## config.mk

```make
export PLATFORM = sky130hd
export DESIGN_NAME = two_stage_average_snap_filter
export DESIGN_NICKNAME = d
export VERILOG_FILES = /design/src/design/tsasf_pkg.sv /design/src/design/two_stage_average_snap_filter.sv /design/src/design/tsasf_front.sv /design/src/design/tsasf_div.sv /design/src/design/tsasf_back.sv
export SDC_FILE = /design/constraint.sdc
export NUM_CORES = 1
export LEC_CHECK = 0
export BUFFER_PORTS_ARGS = -buffer_cell sky130_fd_sc_hd__buf_2
export CAP_MARGIN = 20
export CORE_ASPECT_RATIO = 0.75
export CORE_MARGIN = 2
export CORE_UTILIZATION = 60
export DETAILED_ROUTE_END_ITERATION = 12
export PLACE_DENSITY_LB_ADDON = 0.3
export SYNTH_ARGS = -nofsm -noshare
export SYNTH_HDL_FRONTEND = slang
export SYNTH_SLANG_ARGS = --single-unit
```

## constraint.sdc

```tcl
create_clock -name clock -period 6.9 [get_ports clock]
set_clock_uncertainty 0.05 [all_clocks]
set_input_delay 0.345 -clock clock [delete_from_list [all_inputs] [get_ports clock]]
set_output_delay 0.345 -clock clock [all_outputs]
set_load 0.05 [all_outputs]
```

## src/design/tsasf_pkg.sv

```systemverilog
`default_nettype none
// ----------------------------------------------------------------------------
// tsasf_pkg
// Shared widths, register indexes and types of the average-and-snap filter.
// ----------------------------------------------------------------------------
package tsasf_pkg;

   localparam int RAW_W  = 12;   // raw sample word
   localparam int FS_W   = 12;   // full scale register
   localparam int POS_W  = 7;    // hundredths, 0..100
   localparam int THR_W  = 7;
   localparam int DIV_W  = 20;   // holds 201 * 4095
   localparam int DVS_W  = 13;   // holds 2 * 4095
   localparam int STEP_W = $clog2(POS_W);

   localparam int ADC_BITS = 12;
   localparam logic [RAW_W-1:0] ADC_MASK =
      (ADC_BITS >= RAW_W) ? {RAW_W{1'b1}} : RAW_W'((1 << ADC_BITS) - 1);

   localparam logic [POS_W-1:0] FULL_POS = POS_W'(100);
   localparam logic [7:0]       NORM_MUL = 8'd200;

   localparam int SAMPLES_PER_BLOCK_DEF = 8;
   localparam int BLOCKS_PER_WINDOW_DEF = 8;

   localparam int CSR_IDX_W = 2;
   localparam int CSR_DAT_W = 12;
   localparam logic [CSR_IDX_W-1:0] CSR_ENABLE     = 2'd0;
   localparam logic [CSR_IDX_W-1:0] CSR_FULL_SCALE = 2'd1;
   localparam logic [CSR_IDX_W-1:0] CSR_THRESHOLD  = 2'd2;

   typedef enum logic [1:0] {
      KIND_SKIP = 2'd0,   // disabled: return held position only
      KIND_FULL = 2'd1,   // above full scale: saturates
      KIND_NORM = 2'd2    // needs the normalising divide
   } kind_type;

   typedef struct packed {
      kind_type         kind;
      logic [RAW_W-1:0] raw;
   } entry_type;

endpackage : tsasf_pkg
`default_nettype wire

```

## src/design/two_stage_average_snap_filter.sv

```systemverilog
`default_nettype none
// ----------------------------------------------------------------------------
// two_stage_average_snap_filter
// Potentiometer filter: block means, window mean, snap to window min or max.
//
// req_ channel carries one raw ADC word per handshake; rsp_ returns one word
// per accepted sample, in order: the held position and a fresh flag that is
// set when that sample closed a window. csr_ writes enable, full scale and
// snap threshold; the user must write them only while the block is idle, as
// the block itself does not enforce it. A word that needs no divide goes from
// ST_IDLE to ST_DONE; one that needs the normalising divide waits in ST_NORM
// first, and closing a block adds ST_BLOCK and closing a window ST_WIN. The
// divide is a 7-step serial divider with a registered done; block and window
// means come from combinational reciprocal multiplies. The back end takes one
// word at a time; a two-word queue in front accepts new words while the back
// end works or a result waits. Reset clears the queue, the indexes, the held
// position and the output, and loads enable 1, full scale 4095, threshold 1.
// A stalled receiver holds the result register; the queue then fills and
// req_ready drops.
// ----------------------------------------------------------------------------
module two_stage_average_snap_filter
   import tsasf_pkg::*;
#(
   parameter int SAMPLES_PER_BLOCK = SAMPLES_PER_BLOCK_DEF,
   parameter int BLOCKS_PER_WINDOW = BLOCKS_PER_WINDOW_DEF
)
(
   input  wire logic                 clock,
   input  wire logic                 reset,
   input  wire logic                 req_valid,
   output logic                      req_ready,
   input  wire logic [RAW_W-1:0]     req_raw_sample,
   output logic                      rsp_valid,
   input  wire logic                 rsp_ready,
   output logic [POS_W-1:0]          rsp_position,
   output logic                      rsp_fresh,
   input  wire logic                 csr_we,
   input  wire logic [CSR_IDX_W-1:0] csr_index,
   input  wire logic [CSR_DAT_W-1:0] csr_wdata
);

   logic             enable_ff, enable_in;
   logic [FS_W-1:0]  full_scale_ff, full_scale_in;
   logic [THR_W-1:0] threshold_ff, threshold_in;
   logic [FS_W-1:0]  fs_eff;
   logic             q_valid;
   entry_type        q_entry;
   logic             q_pop;

   assign fs_eff = (full_scale_ff == '0) ? FS_W'(1) : full_scale_ff;

   always_comb begin
      enable_in     = enable_ff;
      full_scale_in = full_scale_ff;
      threshold_in  = threshold_ff;
      if (csr_we) begin
         case (csr_index)
            CSR_ENABLE:     enable_in     = csr_wdata[0];
            CSR_FULL_SCALE: full_scale_in = csr_wdata[FS_W-1:0];
            CSR_THRESHOLD:  threshold_in  = csr_wdata[THR_W-1:0];
            default: ;
         endcase
      end
   end

   always_ff @(posedge clock) begin
      if (reset) begin
         enable_ff     <= 1'b1;
         full_scale_ff <= FS_W'(4095);
         threshold_ff  <= THR_W'(1);
      end else begin
         enable_ff     <= enable_in;
         full_scale_ff <= full_scale_in;
         threshold_ff  <= threshold_in;
      end
   end

   tsasf_front u_front (
      .clock          (clock),
      .reset          (reset),
      .req_valid      (req_valid),
      .req_ready      (req_ready),
      .req_raw_sample (req_raw_sample),
      .cfg_enable     (enable_ff),
      .fs_eff         (fs_eff),
      .q_valid        (q_valid),
      .q_entry        (q_entry),
      .q_pop          (q_pop)
   );

   tsasf_back #(
      .SAMPLES_PER_BLOCK (SAMPLES_PER_BLOCK),
      .BLOCKS_PER_WINDOW (BLOCKS_PER_WINDOW)
   ) u_back (
      .clock         (clock),
      .reset         (reset),
      .q_valid       (q_valid),
      .q_entry       (q_entry),
      .q_pop         (q_pop),
      .fs_eff        (fs_eff),
      .cfg_threshold (threshold_ff),
      .rsp_valid     (rsp_valid),
      .rsp_ready     (rsp_ready),
      .rsp_position  (rsp_position),
      .rsp_fresh     (rsp_fresh)
   );

endmodule : two_stage_average_snap_filter
`default_nettype wire

```

## src/design/tsasf_front.sv

```systemverilog
`default_nettype none
// ----------------------------------------------------------------------------
// tsasf_front
// Accepts sample words, classifies them and queues them for the back end.
// ----------------------------------------------------------------------------
module tsasf_front
   import tsasf_pkg::*;
(
   input  wire logic             clock,
   input  wire logic             reset,
   input  wire logic             req_valid,
   output logic                  req_ready,
   input  wire logic [RAW_W-1:0] req_raw_sample,
   input  wire logic             cfg_enable,
   input  wire logic [FS_W-1:0]  fs_eff,
   output logic                  q_valid,
   output entry_type             q_entry,
   input  wire logic             q_pop
);

   entry_type  mem_ff [2];
   logic       wr_ptr_ff, wr_ptr_in;
   logic       rd_ptr_ff, rd_ptr_in;
   logic [1:0] cnt_ff, cnt_in;
   logic       push;
   logic       pop;
   entry_type  new_entry;
   logic [RAW_W-1:0] raw_m;

   assign raw_m     = req_raw_sample & ADC_MASK;
   assign req_ready = (cnt_ff != 2'd2);
   assign q_valid   = (cnt_ff != 2'd0);
   assign q_entry   = mem_ff[rd_ptr_ff];
   assign push      = req_valid && req_ready;
   assign pop       = q_pop && q_valid;

   always_comb begin
      new_entry.raw = raw_m;
      if (!cfg_enable) begin
         new_entry.kind = KIND_SKIP;
      end else if (raw_m > fs_eff) begin
         new_entry.kind = KIND_FULL;
      end else begin
         new_entry.kind = KIND_NORM;
      end
   end

   always_comb begin
      wr_ptr_in = push ? ~wr_ptr_ff : wr_ptr_ff;
      rd_ptr_in = pop ? ~rd_ptr_ff : rd_ptr_ff;
      cnt_in    = cnt_ff + 2'(push) - 2'(pop);
   end

   always_ff @(posedge clock) begin
      if (reset) begin
         wr_ptr_ff <= 1'b0;
         rd_ptr_ff <= 1'b0;
         cnt_ff    <= 2'd0;
      end else begin
         wr_ptr_ff <= wr_ptr_in;
         rd_ptr_ff <= rd_ptr_in;
         cnt_ff    <= cnt_in;
      end
   end

   always_ff @(posedge clock) begin
      if (push) begin
         mem_ff[wr_ptr_ff] <= new_entry;
      end
   end

endmodule : tsasf_front
`default_nettype wire

```

## src/design/tsasf_div.sv

```systemverilog
`default_nettype none
// ----------------------------------------------------------------------------
// tsasf_div
// Restoring serial divider, one quotient bit per cycle; quotient below 128.
// ----------------------------------------------------------------------------
module tsasf_div
   import tsasf_pkg::*;
(
   input  wire logic             clock,
   input  wire logic             reset,
   input  wire logic             start,
   input  wire logic [DIV_W-1:0] dividend,
   input  wire logic [DVS_W-1:0] divisor,
   output logic                  done,
   output logic [POS_W-1:0]      quot
);

   logic [DIV_W-1:0]  rem_ff, rem_in;
   logic [DIV_W-1:0]  dvs_ff, dvs_in;
   logic [POS_W-1:0]  quot_ff, quot_in;
   logic [STEP_W-1:0] cnt_ff, cnt_in;
   logic              busy_ff, busy_in;
   logic              done_ff, done_in;

   assign done = done_ff;
   assign quot = quot_ff;

   always_comb begin
      rem_in  = rem_ff;
      dvs_in  = dvs_ff;
      quot_in = quot_ff;
      cnt_in  = cnt_ff;
      busy_in = busy_ff;
      done_in = 1'b0;
      if (start) begin
         rem_in  = dividend;
         dvs_in  = DIV_W'(divisor) << (POS_W - 1);
         quot_in = '0;
         cnt_in  = '0;
         busy_in = 1'b1;
      end else if (busy_ff) begin
         if (rem_ff >= dvs_ff) begin
            rem_in  = rem_ff - dvs_ff;
            quot_in = {quot_ff[POS_W-2:0], 1'b1};
         end else begin
            quot_in = {quot_ff[POS_W-2:0], 1'b0};
         end
         dvs_in = dvs_ff >> 1;
         cnt_in = cnt_ff + STEP_W'(1);
         if (cnt_ff == STEP_W'(POS_W - 1)) begin
            busy_in = 1'b0;
            done_in = 1'b1;
         end
      end
   end

   always_ff @(posedge clock) begin
      if (reset) begin
         cnt_ff  <= '0;
         busy_ff <= 1'b0;
         done_ff <= 1'b0;
      end else begin
         cnt_ff  <= cnt_in;
         busy_ff <= busy_in;
         done_ff <= done_in;
      end
   end

   always_ff @(posedge clock) begin
      rem_ff  <= rem_in;
      dvs_ff  <= dvs_in;
      quot_ff <= quot_in;
   end

endmodule : tsasf_div
`default_nettype wire

```

## src/design/tsasf_back.sv

```systemverilog
`default_nettype none
// ----------------------------------------------------------------------------
// tsasf_back
// Sequencer: normalises a sample through the serial divider, builds block and
// window means by reciprocal multiply, snaps the held position and drives the
// result register.
// ----------------------------------------------------------------------------
module tsasf_back
   import tsasf_pkg::*;
#(
   parameter int SAMPLES_PER_BLOCK = SAMPLES_PER_BLOCK_DEF,
   parameter int BLOCKS_PER_WINDOW = BLOCKS_PER_WINDOW_DEF
)
(
   input  wire logic             clock,
   input  wire logic             reset,
   input  wire logic             q_valid,
   input  wire entry_type        q_entry,
   output logic                  q_pop,
   input  wire logic [FS_W-1:0]  fs_eff,
   input  wire logic [THR_W-1:0] cfg_threshold,
   output logic                  rsp_valid,
   input  wire logic             rsp_ready,
   output logic [POS_W-1:0]      rsp_position,
   output logic                  rsp_fresh
);

   localparam int SI_W = (SAMPLES_PER_BLOCK > 1) ? $clog2(SAMPLES_PER_BLOCK) : 1;
   localparam int BI_W = (BLOCKS_PER_WINDOW > 1) ? $clog2(BLOCKS_PER_WINDOW) : 1;
   localparam int BS_W = $clog2(100 * SAMPLES_PER_BLOCK + 1);
   localparam int WS_W = $clog2(100 * BLOCKS_PER_WINDOW + 1);
   localparam int BX_W = $clog2(201 * SAMPLES_PER_BLOCK + 1);
   localparam int WX_W = $clog2(201 * BLOCKS_PER_WINDOW + 1);

   // mean = (2*sum + n) / (2*n) as (x * ceil(2^S / 2n)) >> S, exact for x < 2^15
   localparam int RCP_S  = 22;
   localparam int BP_W   = BX_W + RCP_S;
   localparam int WP_W   = WX_W + RCP_S;
   localparam int BM_RCP = ((1 << RCP_S) + 2 * SAMPLES_PER_BLOCK - 1) /
                           (2 * SAMPLES_PER_BLOCK);
   localparam int WM_RCP = ((1 << RCP_S) + 2 * BLOCKS_PER_WINDOW - 1) /
                           (2 * BLOCKS_PER_WINDOW);

   typedef enum logic [4:0] {
      ST_IDLE  = 5'b00001,
      ST_NORM  = 5'b00010,
      ST_BLOCK = 5'b00100,
      ST_WIN   = 5'b01000,
      ST_DONE  = 5'b10000
   } state_type;

   state_type        state_ff, state_in;
   logic [SI_W-1:0]  samp_idx_ff, samp_idx_in;
   logic [BI_W-1:0]  blk_idx_ff, blk_idx_in;
   logic [BS_W-1:0]  bsum_ff, bsum_in;
   logic [WS_W-1:0]  wsum_ff, wsum_in;
   logic [POS_W-1:0] lo_ff, lo_in;
   logic [POS_W-1:0] hi_ff, hi_in;
   logic [POS_W-1:0] held_ff, held_in;
   logic             fresh_ff, fresh_in;
   logic             rsp_valid_ff, rsp_valid_in;
   logic [POS_W-1:0] rsp_position_ff, rsp_position_in;
   logic             rsp_fresh_ff, rsp_fresh_in;

   logic             div_start;
   logic [DIV_W-1:0] div_dividend;
   logic [DVS_W-1:0] div_divisor;
   logic             div_done;
   logic [POS_W-1:0] div_quot;

   logic             acc_go;
   logic [POS_W-1:0] acc_val;
   logic [BS_W-1:0]  bsum_new;
   logic [WS_W-1:0]  wsum_new;
   logic [POS_W-1:0] lo_new;
   logic [POS_W-1:0] hi_new;
   logic [POS_W-1:0] gap;
   logic             out_free;
   logic [BX_W-1:0]  bnum;
   logic [BP_W-1:0]  bprod;
   logic [POS_W-1:0] blk_mean;
   logic [WX_W-1:0]  wnum;
   logic [WP_W-1:0]  wprod;
   logic [POS_W-1:0] win_mean;

   tsasf_div u_div (
      .clock    (clock),
      .reset    (reset),
      .start    (div_start),
      .dividend (div_dividend),
      .divisor  (div_divisor),
      .done     (div_done),
      .quot     (div_quot)
   );

   assign rsp_valid    = rsp_valid_ff;
   assign rsp_position = rsp_position_ff;
   assign rsp_fresh    = rsp_fresh_ff;
   assign out_free     = !rsp_valid_ff || rsp_ready;
   assign q_pop        = (state_ff == ST_IDLE) && q_valid;

   assign acc_go  = ((state_ff == ST_IDLE) && q_valid && (q_entry.kind == KIND_FULL)) ||
                    ((state_ff == ST_NORM) && div_done);
   assign acc_val = (state_ff == ST_NORM) ? div_quot : FULL_POS;

   assign bnum     = BX_W'({bsum_ff, 1'b0}) + BX_W'(SAMPLES_PER_BLOCK);
   assign bprod    = BP_W'(bnum) * BP_W'(BM_RCP);
   assign blk_mean = bprod[RCP_S +: POS_W];
   assign wnum     = WX_W'({wsum_ff, 1'b0}) + WX_W'(BLOCKS_PER_WINDOW);
   assign wprod    = WP_W'(wnum) * WP_W'(WM_RCP);
   assign win_mean = wprod[RCP_S +: POS_W];

   assign bsum_new = ((samp_idx_ff == '0) ? '0 : bsum_ff) + BS_W'(acc_val);
   assign wsum_new = ((blk_idx_ff == '0) ? '0 : wsum_ff) + WS_W'(blk_mean);
   assign lo_new   = ((blk_idx_ff == '0) || (blk_mean < lo_ff)) ? blk_mean : lo_ff;
   assign hi_new   = ((blk_idx_ff == '0) || (blk_mean > hi_ff)) ? blk_mean : hi_ff;
   assign gap      = (win_mean >= lo_ff) ? (win_mean - lo_ff) : (lo_ff - win_mean);

   always_comb begin
      state_in        = state_ff;
      samp_idx_in     = samp_idx_ff;
      blk_idx_in      = blk_idx_ff;
      bsum_in         = bsum_ff;
      wsum_in         = wsum_ff;
      lo_in           = lo_ff;
      hi_in           = hi_ff;
      held_in         = held_ff;
      fresh_in        = fresh_ff;
      rsp_valid_in    = rsp_valid_ff && !rsp_ready;
      rsp_position_in = rsp_position_ff;
      rsp_fresh_in    = rsp_fresh_ff;
      div_start       = 1'b0;
      div_dividend    = DIV_W'(q_entry.raw) * DIV_W'(NORM_MUL) + DIV_W'(fs_eff);
      div_divisor     = {fs_eff, 1'b0};

      case (state_ff)
         ST_IDLE: begin
            if (q_valid) begin
               case (q_entry.kind)
                  KIND_SKIP: begin
                     fresh_in = 1'b0;
                     state_in = ST_DONE;
                  end
                  KIND_NORM: begin
                     div_start = 1'b1;
                     state_in  = ST_NORM;
                  end
                  default: ;
               endcase
            end
         end
         ST_BLOCK: begin
            wsum_in = wsum_new;
            lo_in   = lo_new;
            hi_in   = hi_new;
            if (blk_idx_ff == BI_W'(BLOCKS_PER_WINDOW - 1)) begin
               blk_idx_in = '0;
               state_in   = ST_WIN;
            end else begin
               blk_idx_in = blk_idx_ff + BI_W'(1);
               fresh_in   = 1'b0;
               state_in   = ST_DONE;
            end
         end
         ST_WIN: begin
            held_in  = (gap <= cfg_threshold) ? lo_ff : hi_ff;
            fresh_in = 1'b1;
            state_in = ST_DONE;
         end
         ST_DONE: begin
            if (out_free) begin
               rsp_valid_in    = 1'b1;
               rsp_position_in = held_ff;
               rsp_fresh_in    = fresh_ff;
               state_in        = ST_IDLE;
            end
         end
         default: ;
      endcase

      // sample value ready: saturated word or normalising divide finished
      if (acc_go) begin
         bsum_in = bsum_new;
         if (samp_idx_ff == SI_W'(SAMPLES_PER_BLOCK - 1)) begin
            samp_idx_in = '0;
            state_in    = ST_BLOCK;
         end else begin
            samp_idx_in = samp_idx_ff + SI_W'(1);
            fresh_in    = 1'b0;
            state_in    = ST_DONE;
         end
      end
   end

   always_ff @(posedge clock) begin
      if (reset) begin
         state_ff     <= ST_IDLE;
         samp_idx_ff  <= '0;
         blk_idx_ff   <= '0;
         held_ff      <= '0;
         fresh_ff     <= 1'b0;
         rsp_valid_ff <= 1'b0;
      end else begin
         state_ff     <= state_in;
         samp_idx_ff  <= samp_idx_in;
         blk_idx_ff   <= blk_idx_in;
         held_ff      <= held_in;
         fresh_ff     <= fresh_in;
         rsp_valid_ff <= rsp_valid_in;
      end
   end

   always_ff @(posedge clock) begin
      bsum_ff         <= bsum_in;
      wsum_ff         <= wsum_in;
      lo_ff           <= lo_in;
      hi_ff           <= hi_in;
      rsp_position_ff <= rsp_position_in;
      rsp_fresh_ff    <= rsp_fresh_in;
   end

endmodule : tsasf_back
`default_nettype wire

```

# Word level (Yosys, flattened, before mapping)
# Memories as Yosys holds them, arrays and structs flattened. A register that Yosys moved wholly into a read port is not among the register bits.
# Cells that the tools add are included.
op_classes:
  n_addsub: 13
  mul: 1
  n_lt_le_gt_ge: 6
  n_eq_ne: 16
  muxes: 42
  bitwise: 3
  n_reduce_logical: 31
ops:
  columns: ["operator", "count"]
  rows:
  - ["20-bit two-way mux", 3]
  - ["19-bit two-way mux", 2]
  - ["5-bit two-way mux", 5]
  - ["11-bit by 4-bit adder with 11-bit output, second input constant", 2]
  - ["7-bit two-way mux", 3]
  - ["10-bit by 7-bit adder with 10-bit output", 2]
  - ["20-bit by 12-bit adder with 20-bit output", 1]
  - ["20-bit by 19-bit greater-or-equal comparator with 1-bit output", 1]
  - ["10-bit two-way mux", 2]
  - ["5-bit one-hot mux with 4 select lines", 1]
  - ["20-bit by 19-bit subtractor with 20-bit output", 1]
  - ["1-bit two-way mux", 19]
  - ["12-bit by 5-bit multiplier with 17-bit output, second input constant", 1]
  - ["2-bit AND reduction", 7]
  - ["7-bit subtractor", 2]
  - ["12-bit greater-than comparator", 1]
  - ["12-bit zero test", 1]
  - ["12-bit two-way mux", 1]
  - ["5-bit one-hot mux with 2 select lines", 1]
  - ["3-bit by 1-bit adder with 3-bit output, second input constant", 3]
  - ["3-bit equality test, second input constant", 3]
  - ["7-bit greater-or-equal comparator", 1]
  - ["7-bit greater-than comparator", 1]
  - ["7-bit less-or-equal comparator", 1]
  - ["other kinds (27)", 47]
totals:
  reg_bits: 137
  mem_bits_rw: 28
  input_bits: 31
  out_inout_bits: 10
  elab_cells: 138
  mem_count: 1
memory_table:
  columns: ["name", "words", "width", "rd", "rd_ports_with_merged_regs", "write_ports", "line_no", "text"]
  rows:
  - ["u_front.mem_ff", 2, 14, 1, 1, 1, "tsasf_front.sv:21", "entry_type mem_ff [2];"]

# Longest topological paths before layout
# Gate-level depths: netlist of run 1.
depth:
  depth_word: 6
  mapped_depth: 23
  mapped_depth_nobuf: 22

# Cells and area by module
# Synthesis of run 1 repeated with hierarchy kept, for this count alone.
unflattened:
  hier_cells: 1216
  area_unflattened_um2: 11690.0
by_module_without_submodules:
  columns: ["mod", "n_inst", "cells_each", "area_per_inst_um2", "seq_area_each_um2"]
  rows:
  - ["tsasf_back", 1, 654, 5997.0, 1661.6]
  - ["tsasf_div", 1, 354, 3283.1, 1351.3]
  - ["tsasf_front", 1, 111, 1580.3, 940.9]
  - ["two_stage_average_snap_filter", 1, 97, 829.5, 400.4]

# Least setup slack after synthesis of run 1
# No wires, ideal clock.
synth_path:
  path_kind: "register -> register"
  start: "register with a tool-made name"
  end: "register u_back.u_div.rem_ff[18], data pin"
  setup_time_ns: 0.260
  arrival_time_ns: 4.413
  t_required_ns: 6.590
  slack_ns: 2.177
  path_stages_with_launch: 18
  n_path_buf: 2
  synth_period_minus_slack_ns: 4.723
  cell_sequence: "dfxtp_1 > clkbuf_1 > clkbuf_1 > mux2_2 > ha_1 > ha_1 > inv_1 > fa_1 > inv_1 > ha_1 > nand2_1 > o31ai_1 > a31oi_1 > xnor2_1 > and4_1 > nand4_1 > xnor2_1 > mux2_2"
synth_rtl:
  columns: ["element", "line_no", "text"]
  rows:
  - ["end signal: assignment", "tsasf_div.sv:70", "rem_ff <= rem_in;"]
  - ["end: declaration", "tsasf_div.sv:18", "logic [DIV_W-1:0] rem_ff, rem_in;"]

# Worst setup path after layout of run 1
layout_path:
  start: "register u_back.wsum_ff[2]"
  end: "register u_back.held_ff[0]"
layout_between:
  elab_chain_cells: 5
  word_cells_on_any_way: 7
  classes_between: "3 x add/sub; 2 x order compare; 2 x mux"
layout_rtl:
  columns: ["element", "line_no", "text"]
  rows:
  - ["start: declaration", "tsasf_back.sv:56", "logic [WS_W-1:0] wsum_ff, wsum_in;"]
  - ["start signal: assignment", "tsasf_back.sv:215", "wsum_ff <= wsum_in;"]
  - ["11-bit by 4-bit adder with 11-bit output (*)", "tsasf_back.sv:109", "assign wnum = WX_W'({wsum_ff, 1'b0}) + WX_W'(BLOCKS_PER_WINDOW);"]
  - ["7-bit subtractor or 7-bit greater-or-equal comparator (tied branches)", "tsasf_back.sv:117", "assign gap = (win_mean >= lo_ff) ? (win_mean - lo_ff) : (lo_ff - win_mean);"]
  - ["7-bit two-way mux (*)", "tsasf_back.sv:117", null]
  - ["7-bit less-or-equal comparator (*)", "tsasf_back.sv:166", "held_in = (gap <= cfg_threshold) ? lo_ff : hi_ff;"]
  - ["7-bit two-way mux (*)", "tsasf_back.sv:166", null]
  - ["end signal: assignment", "tsasf_back.sv:207", "held_ff <= held_in;"]
  - ["end: declaration", "tsasf_back.sv:59", "logic [POS_W-1:0] held_ff, held_in;"]
# Mark *: on every way between the ends. The rest lies on a longest branch, timed or not.
# A chain may end at the register's enable or synchronous reset.

==> results of run 1 <==
power breakdown:
group | switching, mW | internal [mW]
Clock | 0.428 | 0.506
Combinational | 2.08 | 1.47
Sequential | 0.121 | 1.35
Total | 2.63 | 3.32
routing by layer:
metal | share of wire [%] | wire [microns] | track usage, % | vias to the layer above
met3 | 6.4 | 1500 | 4.36 | 36
met5 | 0 | 0 | 0 | -
met4 | 1.4 | 331 | 6.64 | 0
met2 | 40 | 9410 | 35.7 | 251
li1 | - | - | - | 4080
met1 | 52 | 12100 | 39.4 | 3777
worst paths after layout:
check                                                    start                               end  slack (ns)
worst max register to register     u_back.wsum_ff[2]$_DFFE_PP_    u_back.held_ff[0]$_SDFFE_PP0P_        1.47
worst max-delay path               u_back.wsum_ff[2]$_DFFE_PP_    u_back.held_ff[0]$_SDFFE_PP0P_        1.47
worst min-delay path                              csr_wdata[9]     full_scale_ff[9]$_SDFFE_PP1P_        0.05
worst min register to register  u_back.held_ff[2]$_SDFFE_PP0P_  u_back.rsp_position[2]$_DFFE_PP_        0.39
synth_stat cells (4+ instances only):
cell       count  area [sq um]
ha_1         139          1740
inv_1        128           480
edfxtp_1     102          3060
nor2_1       101           379
a21oi_1       71           355
dfxtp_1       64          1280
o21ai_0       49           245
nand2_1       43           161
mux2i_1       37           370
xnor2_1       35           307
xor2_1        32           280
clkbuf_1      31           116
nand3_1       28           140
a21o_1        25           188
and2_1        19           119
nor2b_1       19           119
nand2b_1      18           113
nor3_1        18          90.1
a211oi_1      15           113
a211o_1       14           123
o21a_1        14           105
fa_1          13           260
nand4_1       11          68.8
mux2_2         8          90.1
o31ai_1        8          60.1
and3_1         7          43.8
nor4_1         7          43.8
o21bai_1       7          52.6
a31oi_1        6          37.5
nand3b_1       6          45.0
or3_1          6          37.5
a21boi_0       5          37.5
a2111oi_0      4          35.0
a31o_2         4          35.0
buf_1          4          15.0
cells in the final DEF, fill, tap and decap left out, types with 25 or more instances in the layout:
| cell | n |
|---|---|
| buf_2 | 40 |
| nand3_1 | 28 |
| nand2_1 | 43 |
| xnor2_1 | 35 |
| mux2i_1 | 37 |
| a21oi_1 | 71 |
| inv_1 | 128 |
| nor2_1 | 101 |
| o21ai_0 | 49 |
| edfxtp_1 | 102 |
| xor2_1 | 32 |
| dfxtp_1 | 64 |
| a21o_1 | 25 |
| ha_1 | 139 |
cell type report:
cell class              count  area share (%)
well taps                 247            2.56
multi-input cells         807            50.7
flip-flops and latches    166            36.0
repair buffers             47            2.04
clock buffers              17            3.52
inverters                 128            3.98
clock inverters            15            1.20
logic make-up after synthesis:
group	Yosys count	share of synthesized area, %
adders and majority gates	152	18.0
muxes	45	4.15
and+or+nand+nor	297	13.3
buffers and inverters	166	5.70
xor gates and xnor gates	67	5.28
DFF	166	39.1
AOI/OAI and AO/OA	246	14.5
registers in the layout (all words and copies together) (netlist names), 10 cells and up, named ones only:
name and cells:
u_back.u_div.dvs_ff 19, u_back.bsum_ff 10, u_back.u_div.rem_ff 20, full_scale_ff 12, u_back.wsum_ff 10, u_front.mem_ff 28
==> flow_summary.json, run 1 <==
{
  "antenna_found_initial": 0,
  "fmax_ghz": 0.184,
  "maxCapViolations": 0,
  "p_per_area_nw_per_um2": 493,
  "syn_avg_cell_area_sq_um": 9.75,
  "dp_hpwl_mm": 17.7,
  "finalMaxSlewViolations": 0,
  "diodes": 0,
  "fill_cells": 1463,
  "place_inst": 1393,
  "final_core_util_pct": 66.0,
  "slew_headroom_pct": 22.3,
  "cts_hold_buf": 0,
  "htree_levels": 4,
  "grt-ovfl-total": 0,
  "fin_area_sq_um": 12100,
  "setup_slack_ns": 1.47,
  "synth-edff-count": 102,
  "hold_viol_final": 0,
  "cts_tree": "yes",
  "cts_root_buffer": "clkbuf_16",
  "cpPeakStageDelay_ns": 0.89,
  "period_minus_slack_ns": 5.43,
  "via_per_inst": 5.71,
  "synth_fp_nets": 1322,
  "drt_wl_total_mm": 23.4,
  "dieArea_sq_um": 19600,
  "synthArstFlopShare_pct": 0,
  "die_h_microns": 122,
  "drc": 0,
  "finalSetupViolCount": 0,
  "cts_buffer_depth": 2,
  "cp_cell_sequence": "ha_1, nand3_1, nor2_1, xor2_1, ha_1, and3_1, a21oi_1, o211ai_2, a21oi_4, mux2i_1, or3b_1, o21ai_2, xnor2_1, ha_1, nor2b_1, o21ai_0, o21ai_0, o22ai_1, mux2i_1, a211oi_1",
  "leakage_nw": 5.30,
  "path_max_fanout": 13,
  "required_ns": 7.19,
  "drtIter0Drc": 718,
  "ys.flop_type": "edfxtp_1",
  "crit_type": "reg2reg",
  "ant_nets": 0,
  "synthesis.area_sq_um": 11100,
  "cpMaxStageDelayCell": "o22ai_1",
  "crit_path_start_kind": "register",
  "grt_pass1_vias": 7659,
  "arrival_ns": 5.73,
  "dr.pass1.iters": 5,
  "final_cells": 1427,
  "wl_per_cell_microns": 16.4,
  "synth_seq_cells": 166,
  "syn_inst": 1139,
  "regArea_sq_um": 4340,
  "rsz0062_at_grt": "false",
  "ir_drop_uv": 382,
  "cp.depth": 20,
  "place.gp.congestion": 0.890,
  "fin_crit_sh_pct": 78.7,
  "dieWidth_microns": 161,
  "power_mw": 5.95,
  "syn_to_final_growth_pct": 8.76,
  "grt_pass1_wl_mm": 38.9,
  "multiInputGateArea_sq_um": 6130,
  "grt_max_degree": 50,
  "grt_usage_pct": 25.1,
  "endpoint_kind": "register",
  "hp-class": "in2reg",
  "clkLatencyLatePin_ns": 0.44,
  "start_util_pct": 60.7,
  "yosys_warnings": 0,
  "status": "complete, no violations",
  "worstMarginPinSlew_ns": 1.17,
  "placed_area_sq_um": 11500,
  "core_area_sq_um": 18300,
  "nets": 1350,
  "cp_num_buf_inv": 0,
  "fin_setup_tns_ns": 0,
  "cts_sinks": 166,
  "cts-buffers-inserted": 17,
  "crit_top_cell": "ha_1",
  "crit_family": "compound AO/OA/AOI/OAI gates",
  "drive_gt1_share_pct": 8.39,
  "postCtsSetupRepairBufs": 0,
  "yosys.cell_types.count": 65,
  "vias": 8144,
  "clkTransAtPathRegs_ns": 0.07,
  "min_path_cells": 2,
  "whs_ns": 0.0514,
  "rows": 43,
  "ios": 41,
  "port_buffers": 40,
  "dp_slack_ns": 1.67,
  "cts_resized": 0,
  "reg2regPathDepth": 20,
  "yosysSeqAreaShare_pct": 39.1
}
(Power assumes the default switching activity.)
==> run 2: changes to the inputs <==
--- a/config.mk
+++ b/config.mk
@@ -9,7 +9,7 @@
 export CAP_MARGIN = 20
 export CORE_ASPECT_RATIO = 0.75
 export CORE_MARGIN = 2
-export CORE_UTILIZATION = 60
+export CORE_UTILIZATION = 57
 export DETAILED_ROUTE_END_ITERATION = 12
 export PLACE_DENSITY_LB_ADDON = 0.3
 export SYNTH_ARGS = -nofsm -noshare
==> constraint.sdc (replaced) <==
create_clock -name clock -period 4.4 [get_ports clock]
set_clock_uncertainty 0.05 [all_clocks]
set_input_delay 0.22 -clock clock [delete_from_list [all_inputs] [get_ports clock]]
set_output_delay 0.22 -clock clock [all_outputs]
set_load 0.05 [all_outputs]
==> run 2 against run 1 <==
  * Total power increased by 86%
  * Critical path depth decreased by 1
  * The run now ends with setup timing left
  * Worst setup slack got worse by 1.5 ns
  * Combinational power is 110% higher
  * First-iteration DRC count up 15%
  * Clock power increased by 58%
  * Maximum frequency is 21% higher
  * Critical endpoint unchanged
  * Worst hold slack better by 0.037 ns
  * Core utilization grew 3.4 points
==> flow_summary.json, run 2 (synthesis results as in run 1) <==
{
  "cts-buffers-inserted": 17,
  "period_minus_slack_ns": 4.47,
  "nets": 1449,
  "hp-class": "in2reg",
  "cpMaxStageDelayCell": "edfxtp_1",
  "die_h_microns": 125,
  "ant_nets": 0,
  "core_area_sq_um": 19200,
  "cts_root_buffer": "clkbuf_16",
  "cts_buffer_depth": 2,
  "antenna_found_initial": 0,
  "crit_type": "reg2reg",
  "grt_usage_pct": 25.6,
  "drt_wl_total_mm": 26.8,
  "status": "complete, but fails checks",
  "top_register": "u_front.mem_ff",
  "htree_levels": 4,
  "required_ns": 4.63,
  "fmax_ghz": 0.224,
  "cpPeakStageDelay_ns": 0.43,
  "cp_cell_sequence": "ha_2, inv_1, ha_1, or2b_1, a31oi_2, o211ai_2, a21oi_4, buf_6, buf_6, mux2i_4, a31o_4, nor2_1, xnor2_1, ha_2, nand4_1, o22ai_4, buf_8, mux2i_1, a211oi_1",
  "via_per_inst": 5.69,
  "min_path_cells": 3,
  "drc": 0,
  "start_util_pct": 57.8,
  "cp.depth": 19,
  "setup_slack_ns": -0.0717,
  "finalSetupViolCount": 7,
  "largest_reg_flops": 28,
  "slew_headroom_pct": 31.5,
  "path_max_fanout": 7,
  "top_regs": "u_front.mem_ff (28), u_back.u_div.rem_ff (20), u_back.u_div.dvs_ff (19)",
  "cts_tree": "yes",
  "maxCapViolations": 0,
  "final_common_cell": "ha_1",
  "hold_viol_final": 0,
  "place.gp.congestion": 0.893,
  "grt-ovfl-total": 0,
  "fin_crit_sh_pct": 102,
  "power_mw": 11.1,
  "rows": 44,
  "rsz0062_at_grt": "true",
  "drtIter0Drc": 827,
  "diodes": 0,
  "final_cell_mix": "131 x ha_1, 128 x inv_1, 102 x edfxtp_1",
  "clkTransAtPathRegs_ns": 0.07,
  "place_inst": 1454,
  "dieArea_sq_um": 20600,
  "vias": 8721,
  "syn_to_final_growth_pct": 20.1,
  "port_buffers": 40,
  "finalMaxSlewViolations": 0,
  "ir_drop_uv": 698,
  "cts_sinks": 166,
  "final_cells": 1532,
  "drive_gt1_share_pct": 17.7,
  "grt_pass1_vias": 8293,
  "worstMarginPinSlew_ns": 1.03,
  "cp_num_buf_inv": 4,
  "grt_max_degree": 50,
  "arrival_ns": 4.70,
  "wl_per_cell_microns": 17.5,
  "fin_setup_tns_ns": -0.280,
  "ios": 41,
  "clkLatencyLatePin_ns": 0.44,
  "p_per_area_nw_per_um2": 830,
  "crit_family": "compound AO/OA/AOI/OAI gates",
  "reg2regPathDepth": 19,
  "whs_ns": 0.0881,
  "dp_hpwl_mm": 18.6,
  "grt_pass1_wl_mm": 41.4,
  "crit_path_start_kind": "register",
  "leakage_nw": 5.84,
  "endpoint_kind": "register",
  "dieWidth_microns": 165,
  "failed_checks": "setup timing",
  "final_core_util_pct": 69.4,
  "dr.pass1.iters": 5
}
## run 2: cell count changes in the layout (fill, tap and decap cells not counted), moves of 5 or more
cell | previous run | this run
buf_4 | 5 | 73
dlygate4sd3_1 | 0 | 25
a21oi_1 | 71 | 60
a21oi_2 | 0 | 9
ha_1 | 139 | 131
a211oi_1 | 15 | 8
a211oi_2 | 0 | 7
nor2_1 | 101 | 94
buf_6 | 0 | 5
ha_4 | 0 | 5
nor2_4 | 0 | 5
## run 2: path summary, 6_finish.rpt
path	from	end	slack (ns)
setup / recovery	u_back.wsum_ff[3]$_DFFE_PP_	u_back.held_ff[0]$_SDFFE_PP0P_	-0.07
hold / removal	csr_we	enable_ff$_SDFFE_PP1P_	0.09
setup reg to reg	u_back.wsum_ff[3]$_DFFE_PP_	u_back.held_ff[0]$_SDFFE_PP0P_	-0.07
hold reg to reg	u_back.held_ff[1]$_SDFFE_PP0P_	u_back.rsp_position[1]$_DFFE_PP_	0.38
## run 2: power by group
part | internal, mW | total (mW) | switching, mW
logic | 3.40 | 7.30 | 3.89
registers | 2.11 | 2.28 | 0.174
clock network | 0.759 | 1.48 | 0.722
total | 6.27 | 11.1 | 4.79
## run 2: repair_timing
action / 4_1_cts / 5_1_grt
pin swaps: 1 / 30
cloned: 0 / 1
hold endpoints to repair: 39 / 0
resized for setup: 2 / 86
buffers inserted: 2 / 17
setup endpoints to repair: 13 / 17
hold buffers: 25 / 0
## run 2: metal layers
layer  up-vias  part of all wire, %  track usage, %
li1       4283                    -               -
met1      4129                   48            39.8
met2       287                   44            36.4
met3        22                  7.2            5.79
met4         0                 0.94            5.01
met5         -                    0               0
## run 2: worst min-delay path, delay by kind of cell
family	cells	cell delay (ns)
simple gates	1	0.08
compound gates	1	0.11
buf+inv	1	0.11
## run 2: cell type report
type | count | area, sq um
Sequential cell | 166 | 4350
Clock buffer | 17 | 425
Timing Repair Buffer | 146 | 1100
Clock inverter | 15 | 155
Multi-Input combinational cell | 807 | 6510
Inverter | 128 | 480
Tap cell | 253 | 317
Fill cell | 1361 | 5880
## run 2: through the flow
step | area (sq um) | setup slack, ns
after CTS | 12800 | 0.00312
after global routing | 13300 | -0.287
after floorplan | 11100 | 0.0173
after global placement | 11900 | -0.0752
after detailed placement | 11900 | -0.158
final | 13300 | -0.0717
==> run 3: changes to the inputs <==
==> constraint.sdc (replaced) <==
create_clock -name clock -period 4.4 [get_ports clock]
set_clock_uncertainty 0.05 [all_clocks]
set_input_delay 0.88 -clock clock [delete_from_list [all_inputs] [get_ports clock]]
set_output_delay 0.88 -clock clock [all_outputs]
set_load 0.05 [all_outputs]
==> run 3 against run 2 <==
  * The run still ends with setup timing left
  * Largest cell class unchanged
  * Highest routed layer unchanged
  * Maximum frequency up 0.58%
  * Largest power group unchanged
  * Worst hold slack better by 0.30 ns
  * Core utilization fell by 1.3 points
==> flow_summary.json, run 3 (synthesis results as in run 1) <==
{
  "final_common_cell": "ha_1",
  "failed_checks": "setup timing",
  "maxCapViolations": 0,
  "hp-class": "reg2reg",
  "dp_hpwl_mm": 18.6,
  "clkLatencyLatePin_ns": 0.44,
  "largest_reg_flops": 28,
  "crit_type": "reg2reg",
  "cts_hold_buf": 0,
  "period_minus_slack_ns": 4.45,
  "met2_usage_pct": 35.0,
  "dp_slack_ns": -0.158,
  "status": "complete, but fails checks",
  "finalMaxSlewViolations": 0,
  "leakage_nw": 5.73,
  "grt_pass1_vias": 8117,
  "dieArea_sq_um": 20600,
  "core_area_sq_um": 19200,
  "ios": 41,
  "r2r-start": "u_back.wsum_ff[3]$_DFFE_PP_",
  "endpoint_kind": "register",
  "drc": 0,
  "cts-buffers-inserted": 17,
  "dieWidth_microns": 165,
  "crit_family": "compound AO/OA/AOI/OAI gates",
  "cp_cell_sequence": "ha_2, inv_1, ha_1, or2b_1, a31oi_2, o211ai_2, a21oi_4, buf_6, buf_6, mux2i_4, a31o_4, nor2_1, xnor2_1, ha_2, nand4_1, o22ai_4, buf_8, mux2i_1, a211oi_1",
  "via_per_inst": 5.66,
  "port_buffers": 40,
  "die_h_microns": 125,
  "fill_cells": 1427,
  "htree_levels": 4,
  "top_regs": "u_front.mem_ff (28), u_back.u_div.rem_ff (20), u_back.u_div.dvs_ff (19)",
  "busiest_layer": "met1",
  "grt_usage_pct": 25.1,
  "drt_wl_total_mm": 26.0,
  "top_register": "u_front.mem_ff",
  "wl_per_cell_microns": 17.2,
  "grt-ovfl-total": 0,
  "crit_start": "u_back.wsum_ff[3]$_DFFE_PP_",
  "diodes": 0,
  "dr.pass1.iters": 5,
  "grt_pass1_wl_mm": 40.6,
  "cts_tree": "yes",
  "cpMaxStageDelayCell": "edfxtp_1",
  "placed_area_sq_um": 11900,
  "final_cell_mix": "131 x ha_1, 128 x inv_1, 102 x edfxtp_1",
  "clkTransAtPathRegs_ns": 0.07,
  "nets": 1424,
  "ir_drop_uv": 696,
  "grt_util_met1_pct": 39.6,
  "worstHoldStart": "u_back.held_ff[1]$_SDFFE_PP0P_",
  "crit_path_start_kind": "register",
  "cts_sinks": 166,
  "finalSetupViolCount": 3,
  "required_ns": 4.63,
  "arrival_ns": 4.67,
  "fmax_ghz": 0.225,
  "antenna_found_initial": 0,
  "drive_gt1_share_pct": 18.1,
  "syn_to_final_growth_pct": 17.8,
  "path_max_fanout": 7,
  "ant_nets": 0,
  "worstMarginPinSlew_ns": 1.01,
  "cpPeakStageDelay_ns": 0.43,
  "grt_max_degree": 50,
  "start_util_pct": 57.8,
  "hold_viol_final": 0,
  "setup_slack_ns": -0.0461,
  "place.gp.congestion": 0.893,
  "fin_area_sq_um": 13100,
  "p_per_area_nw_per_um2": 840,
  "grt_use_met3_pct": 5.56,
  "power_mw": 11.0,
  "vias": 8528,
  "rows": 44,
  "final_cells": 1507,
  "drtIter0Drc": 778,
  "place_inst": 1454,
  "slew_headroom_pct": 32.9,
  "cp_num_buf_inv": 4,
  "rsz0062_at_grt": "true",
  "fin_crit_sh_pct": 101,
  "cts_root_buffer": "clkbuf_16",
  "cts_buffer_depth": 2
}
-- run 3: changes by cell type in the layout (fill, tap and decap cells not counted) --
cell,change
dlygate4sd3_1,-25
-- run 3: metal layers --
metal,part of all wire [%],up-vias
met5,0,-
met4,0.82,0
met3,6.5,15
met2,43,253
met1,49,4036
li1,-,4224
-- run 3: worst reg2reg max path, stage by stage, from the launching register on --
cell and delay [ns]:
edfxtp_1 0.43, ha_2 0.32, inv_1 0.08, ha_1 0.25, or2b_1 0.26, a31oi_2 0.25, o211ai_2 0.16, a21oi_4 0.24
buf_6 0.14, buf_6 0.10, mux2i_4 0.25, a31o_4 0.20, nor2_1 0.05, xnor2_1 0.14, ha_2 0.32, nand4_1 0.23
o22ai_4 0.35, buf_8 0.20, mux2i_1 0.19, a211oi_1 0.09
-- run 3: what timing repair did --
item,in CTS,in global routing
gates cloned,0,1
pin swaps,1,30
resized for setup,2,86
endpoints found under the setup margin,13,17
buffers inserted,2,17
-- run 3: path summary, 6_finish.rpt --
path                                            to  slack, ns  cells past startpoint
hold reg to reg   u_back.rsp_position[1]$_DFFE_PP_       0.38                      0
setup reg to reg    u_back.held_ff[0]$_SDFFE_PP0P_      -0.05                     19
hold / removal    u_back.rsp_position[1]$_DFFE_PP_       0.38                      0
setup / recovery    u_back.held_ff[0]$_SDFFE_PP0P_      -0.05                     19
-- run 3: metrics by stage --
step	util [%]	TNS [ns]	hold WS (ns)
floorplan	-	0	0.359
global placement	62.0	-0.115	0.370
detailed placement	62.1	-0.637	0.371
CTS	65.2	0	0.387
global route	68.1	-1.41	0.397
finish	68.1	-0.0718	0.384
-- run 3: area by class of cell --
class	count	area [sq um]	share of cell area (%)
clock buffers	17	425	3.25
inverters	128	480	3.67
clock inverters	15	155	1.19
flip-flops and latches	166	4350	33.2
multi-input cells	807	6510	49.7
well taps	253	317	2.42
repair buffers	121	852	6.51
-- run 3: power breakdown --
part	total, mW	leakage (nW)	internal (mW)	switching [mW]
Combinational	7.24	3.99	3.38	3.86
Sequential	2.28	1.46	2.11	0.174
Clock	1.48	0.283	0.759	0.716
Total	11.0	5.73	6.25	4.75
